`config.mk`:
```
export PLATFORM = sky130hd
export DESIGN_NAME = fcc_ctrl
export DESIGN_NICKNAME = d
export VERILOG_FILES = /design/src/hdl/fcc_pkg.sv /design/src/hdl/fcc_ctrl.sv
export SDC_FILE = /design/constraint.sdc
export NUM_CORES = 1
export LEC_CHECK = 0
export ABC_AREA = 1
export BUFFER_PORTS_ARGS = -buffer_cell sky130_fd_sc_hd__clkbuf_2
export CORE_AREA = 4 4 41 43
export DETAILED_ROUTE_END_ITERATION = 16
export DIE_AREA = 0 0 45 47
export GPL_ROUTABILITY_DRIVEN = 0
export PLACE_DENSITY = 0.71
export SLEW_MARGIN = 30
export SYNTH_ARGS = -nofsm -noshare
export SYNTH_HDL_FRONTEND = slang
export SYNTH_SLANG_ARGS = --single-unit
```
`constraint.sdc`:
```
create_clock -name clk -period 1.59 [get_ports clk]
set_input_delay 0.0795 -clock clk [delete_from_list [all_inputs] [get_ports clk]]
set_output_delay 0.0795 -clock clk [all_outputs]
set_load 0.1 [all_outputs]
```
`src/hdl/fcc_pkg.sv`:
```
// ----------------------------------------------------------------------------
// fcc_pkg
// Shared types and constants of the FAT16 cluster chain engine: operation,
// status and result codes, and the command/status bundles between the
// controller and the datapath.
// ----------------------------------------------------------------------------
package fcc_pkg;

    localparam int CLUSTER_W = 16;
    localparam int CNT_W     = 13;
    localparam int CFG_W     = 13;
    localparam int LIMIT_W   = 17;

    localparam logic [CLUSTER_W-1:0] END_MARK      = 16'hFFF8;
    localparam logic [CLUSTER_W-1:0] FIRST_CLUSTER = 16'd2;
    localparam logic [CFG_W-1:0]     CFG_RESET     = 13'd4096;

    localparam logic [1:0] OP_FOLLOW = 2'd0;
    localparam logic [1:0] OP_LINK   = 2'd1;
    localparam logic [1:0] OP_FREE   = 2'd2;
    localparam logic [1:0] OP_ALLOC  = 2'd3;

    localparam logic [1:0] ST_OK      = 2'd0;
    localparam logic [1:0] ST_INVALID = 2'd1;
    localparam logic [1:0] ST_BEYOND  = 2'd2;
    localparam logic [1:0] ST_NOSPACE = 2'd3;

    // result selects for the pending result register
    localparam logic [2:0] RES_CHECK   = 3'd0;
    localparam logic [2:0] RES_DONE    = 3'd1;
    localparam logic [2:0] RES_DATA    = 3'd2;
    localparam logic [2:0] RES_HEAD    = 3'd3;
    localparam logic [2:0] RES_NOSPACE = 3'd4;

    typedef struct packed {
        logic       load;
        logic       clr_step;
        logic       rd_cur;
        logic       wr_link;
        logic       free_ev;
        logic       scan_init;
        logic       scan_ev;
        logic       term;
        logic       fail_walk;
        logic       set_res;
        logic [2:0] res_sel;
        logic       post;
    } cmd_t;

    typedef struct packed {
        logic       clr_done;
        logic       cur_ok;
        logic       scan_more;
        logic       alloc_ok;
        logic       out_free;
        logic [1:0] op;
    } sts_t;

endpackage

```
`src/hdl/fcc_ctrl.sv`:
```
// ----------------------------------------------------------------------------
// fcc_ctrl
// Sequencer of the cluster chain engine: clearing pass, operation dispatch,
// free walk, first-fit scan and result posting.
// ----------------------------------------------------------------------------
module fcc_ctrl (
    input  logic          clk,
    input  logic          rst_n,
    input  logic          in_valid,
    output logic          in_ready,
    input  fcc_pkg::sts_t sts,
    output fcc_pkg::cmd_t cmd
);

    import fcc_pkg::*;

    localparam logic [3:0] S_CLEAR     = 4'd0;
    localparam logic [3:0] S_IDLE      = 4'd1;
    localparam logic [3:0] S_DISPATCH  = 4'd2;
    localparam logic [3:0] S_FOLLOW_EV = 4'd3;
    localparam logic [3:0] S_FREE_RD   = 4'd4;
    localparam logic [3:0] S_FREE_EV   = 4'd5;
    localparam logic [3:0] S_SCAN_RD   = 4'd6;
    localparam logic [3:0] S_SCAN_EV   = 4'd7;
    localparam logic [3:0] S_SCAN_END  = 4'd8;
    localparam logic [3:0] S_POST      = 4'd9;

    logic [3:0] state_reg, state_next;

    assign in_ready = (state_reg == S_IDLE);

    always_comb
    begin
        state_next = state_reg;
        cmd        = '0;
        case (state_reg)
            S_CLEAR:
            begin
                if (sts.clr_done)
                    state_next = S_IDLE;
                else
                    cmd.clr_step = 1'b1;
            end
            S_IDLE:
            begin
                if (in_valid)
                begin
                    cmd.load   = 1'b1;
                    state_next = S_DISPATCH;
                end
            end
            S_DISPATCH:
            begin
                case (sts.op)
                    OP_FOLLOW:
                    begin
                        if (sts.cur_ok)
                        begin
                            cmd.rd_cur = 1'b1;
                            state_next = S_FOLLOW_EV;
                        end
                        else
                        begin
                            cmd.set_res = 1'b1;
                            cmd.res_sel = RES_CHECK;
                            state_next  = S_POST;
                        end
                    end
                    OP_LINK:
                    begin
                        cmd.wr_link = sts.cur_ok;
                        cmd.set_res = 1'b1;
                        cmd.res_sel = sts.cur_ok ? RES_DONE : RES_CHECK;
                        state_next  = S_POST;
                    end
                    OP_FREE:
                    begin
                        cmd.set_res = 1'b1;
                        cmd.res_sel = sts.cur_ok ? RES_DONE : RES_CHECK;
                        state_next  = sts.cur_ok ? S_FREE_RD : S_POST;
                    end
                    default:
                    begin
                        cmd.scan_init = 1'b1;
                        state_next    = S_SCAN_RD;
                    end
                endcase
            end
            S_FOLLOW_EV:
            begin
                cmd.set_res = 1'b1;
                cmd.res_sel = RES_DATA;
                state_next  = S_POST;
            end
            S_FREE_RD:
            begin
                // stop at the first successor that is not a usable cluster
                if (sts.cur_ok)
                begin
                    cmd.rd_cur = 1'b1;
                    state_next = S_FREE_EV;
                end
                else
                begin
                    state_next = S_POST;
                end
            end
            S_FREE_EV:
            begin
                cmd.free_ev = 1'b1;
                state_next  = S_FREE_RD;
            end
            S_SCAN_RD:
            begin
                if (sts.scan_more)
                begin
                    cmd.rd_cur = 1'b1;
                    state_next = S_SCAN_EV;
                end
                else
                begin
                    state_next = S_SCAN_END;
                end
            end
            S_SCAN_EV:
            begin
                cmd.scan_ev = 1'b1;
                state_next  = S_SCAN_RD;
            end
            S_SCAN_END:
            begin
                cmd.set_res = 1'b1;
                if (sts.alloc_ok)
                begin
                    cmd.term    = 1'b1;
                    cmd.res_sel = RES_HEAD;
                    state_next  = S_POST;
                end
                else
                begin
                    cmd.fail_walk = 1'b1;
                    cmd.res_sel   = RES_NOSPACE;
                    state_next    = S_FREE_RD;
                end
            end
            S_POST:
            begin
                if (sts.out_free)
                begin
                    cmd.post   = 1'b1;
                    state_next = S_IDLE;
                end
            end
            default:
            begin
                state_next = S_IDLE;
            end
        endcase
    end

    always_ff @(posedge clk or negedge rst_n)
    begin
        if (!rst_n)
            state_reg <= S_CLEAR;
        else
            state_reg <= state_next;
    end

endmodule

```
==> flow_summary.json <==
{
  "outcome": "complete, but fails checks",
  "failing_checks": "negative setup slack",
  "timing.critical_path.fanout_max": 4,
  "dieArea_sq_um": 2115,
  "io-pin-count": 25,
  "drv.max_cap_violation_count": 0,
  "clock_tree.buffer_depth": 2,
  "area_growth_pct": 100.7,
  "cp.required_ns": 1.51,
  "netSwitchingPower_mw": 1.259,
  "synth.net_count": 111,
  "clock-sinks": 4,
  "detailedPlace.worstSlack_ns": 0.1986,
  "min_period_ns": 1.637,
  "std_cell_rows": 13,
  "fp.dieW_um": 45,
  "start_kind": "flop",
  "combinationalPowerShare_pct": 81.7,
  "via_count_of_the_first_global_routing_pass": 671,
  "postSynthCellCount": 96,
  "hold_class": "in -> reg",
  "netSwitchingFraction_pct": 59.88,
  "dieHeight_um": 47,
  "grt_remaining_overflow": 0,
  "synthTopCellsByArea": "sky130_fd_sc_hd__dfrtp_1, sky130_fd_sc_hd__inv_1, sky130_fd_sc_hd__nand2_1",
  "diodes": 0,
  "ctsHtreeMaxLevel": 1,
  "tightest_slew_ns": 0.3132,
  "final.period_utilization_pct": 103.0,
  "worst-endpoint-arrival_ns": 1.56,
  "final_area_sq_um": 1102,
  "p_leak_nw": 0.5563,
  "power.ir.vdd_worst_uv": 1141,
  "timing_hold_violations_final": 0,
  "timing_max_transition_violations_final": 0,
  "post-synth-top-area-fraction_pct": 18.22,
  "seq_area_frac_synth_pct": 18.22,
  "detail_route.first_pass.iterations": 4,
  "clock_buffers_created_by_tritoncts": 3,
  "setup-violations-final": 4,
  "worst_hold_path.num_cells": 2,
  "clk_network_pwr_share_pct": 7.4,
  "placement.io_buffers": 24,
  "drc": 0,
  "tritoncts_clock_tree": "built",
  "dr.first_iter.drc_count": 25,
  "clock_tree.root_cell": "sky130_fd_sc_hd__clkbuf_4",
  "setup_total_negative_slack_ns": -0.1154,
  "clock_latency_ns": 0.26,
  "drive_gt1_share_pct": 45.80,
  "postSynthRegisterBits": 4,
  "track_usage_pct": 20.13,
  "netlist.top_cell.by_area": "sky130_fd_sc_hd__dfrtp_1",
  "number_of_antenna_violations_at_the_first_check_in_global_routing": 0,
  "grt_setup_unrepaired": "true",
  "grt_max_degree": 8,
  "post_route_worst_setup_slack_ns": -0.04738,
  "core_area_sq_um": 1301,
  "design.final.nets": 147,
  "final.setup_skew_ns": 0.01439,
  "initial_core_util_pct": 42.21,
  "end_kind": "output port",
  "route.antenna.remaining_nets": 0,
  "clock.fmax_mhz": 610.7,
  "timing_worst_setup_path_type": "reg -> out",
  "share_seq_of_total_power_pct": 10.9,
  "routedWlPerCell_um": 13.18,
  "synth.cell_area_sq_um": 549.3,
  "timing.slew.headroom_pct": 79.03,
  "grt_pass1_wl_um": 2946,
  "largest_register_ff_count": 4,
  "detailed_place.area_sq_um": 977.2,
  "n_fill_cell": 88,
  "synth.yosys.warnings": 0,
  "cts.reportedPaths.clkPinSlew_ns": 0.05,
  "totalPowerFinal_mw": 2.103,
  "r2r_cells": 9,
  "via_per_inst": 5.075,
  "syn_avg_cell_area_sq_um": 5.722,
  "dp_hpwl_um": 1353,
  "num_vias": 741,
  "intPower_uw": 843.7,
  "power.density_cell_area_nw_per_um2": 1908,
  "yosys_cell_types": 17,
  "routed_wl_um": 1925
}
cell usage after synthesis (all sizes together):
cell,count
and2,1
nor3,4
nand3,9
o21ai,3
o211ai,2
buf,1
nand2,21
dfrtp,4
nor4,1
nor2,18
o2111ai,1
inv,23
ha,5
a21oi,3
worst paths after layout:
kind                                    from           end  slack [ns]
max in group asynchronous              rst_n  state_reg[1]        1.29
worst min-delay path                  sts[4]  state_reg[3]        0.08
worst max register to register  state_reg[3]  state_reg[0]        0.03
worst min register to register  state_reg[3]  state_reg[3]        0.69
min in group asynchronous              rst_n  state_reg[2]        0.15
worst max-delay path            state_reg[3]        cmd[4]       -0.05
what timing repair did:
action,in CTS,in global routing
endpoints found under the hold margin,4,0
hold buffers,1,0
buffers inserted,4,2
endpoints found under the setup margin,4,10
pin swaps,4,6
resized for setup,5,8
kinds of logic (layout without fill, tap and decap cells):
group	count (synthesis)	in the layout	share of synthesized area, %
and+or+nand+nor	54	54	43.51
buffers and inverters	24	59	17.08
DFF	4	4	18.22
adders and majority gates	5	5	11.39
AOI/OAI and AO/OA	9	9	9.793
cell usage in the layout (no fill, tap or decap), types with 2 or more instances in the layout:
cell type                  Yosys  layout
sky130_fd_sc_hd__inv_2         3       6
sky130_fd_sc_hd__nor2_4        0       6
sky130_fd_sc_hd__clkbuf_4      0       3
sky130_fd_sc_hd__o21ai_0       3       2
sky130_fd_sc_hd__inv_1        20      16
sky130_fd_sc_hd__o211ai_1      2       2
sky130_fd_sc_hd__nor3_4        0       2
sky130_fd_sc_hd__ha_1          5       5
sky130_fd_sc_hd__buf_12        0      14
sky130_fd_sc_hd__clkbuf_2      0       9
sky130_fd_sc_hd__a21oi_1       3       3
sky130_fd_sc_hd__nand2_2       1       2
sky130_fd_sc_hd__dfrtp_2       0       4
sky130_fd_sc_hd__nor2_1       13      12
sky130_fd_sc_hd__nand3_1       9       8
sky130_fd_sc_hd__buf_4         1       7
sky130_fd_sc_hd__nand2_1      20      18
cell type report:
class                           count  area, sq um  area share [%]
Clock buffer                        4        26.28           2.384
Timing Repair Buffer               32        412.9           37.46
Tap cell                           15        18.77           1.703
Sequential cell                     4        105.1           9.535
Inverter                           23        90.09           8.173
Multi-Input combinational cell     68        449.2           40.75
power groups by stage:
stage | logic [mW] | registers [mW] | clock network [mW]
2_1_floorplan | 1.07 | 0.204 | 0
3_3_place_gp | 1.54 | 0.210 | 0
3_5_place_dp | 1.56 | 0.213 | 0
4_1_cts | 1.63 | 0.218 | 0.157
5_1_grt | 1.81 | 0.234 | 0.169
6_report | 1.72 | 0.229 | 0.156
critical path: stages, from the launching register on:
cell and delay (ns):
sky130_fd_sc_hd__dfrtp_2 0.44, sky130_fd_sc_hd__nor2_4 0.19, sky130_fd_sc_hd__buf_4 0.15, sky130_fd_sc_hd__nand3_1 0.10, sky130_fd_sc_hd__o211ai_1 0.15, sky130_fd_sc_hd__clkbuf_16 0.25
layer usage:
layer	routed length (um)	share of wire, %	vias up	track usage (%)
li1	-	-	369	-
met4	38	2.0	0	12.87
met2	996	52	34	34.18
met3	149	7.7	4	7.280
met5	0	0	-	0
met1	740	38	334	21.10
metrics by stage:
| step | utilization [%] | hold WS, ns | cells |
|---|---|---|---|
| 6_report | 84.71 | 0.08391 | 146 |
| 5_1_grt | 84.71 | 0.1127 | 146 |
| 4_1_cts | 81.54 | 0.1018 | 144 |
| 3_5_place_dp | 75.10 | -0.1102 | 135 |
| 3_3_place_gp | 75.10 | -0.1115 | 135 |
| 2_1_floorplan | - | -0.2161 | 96 |
Note: power is estimated with default switching activity, not from simulation.
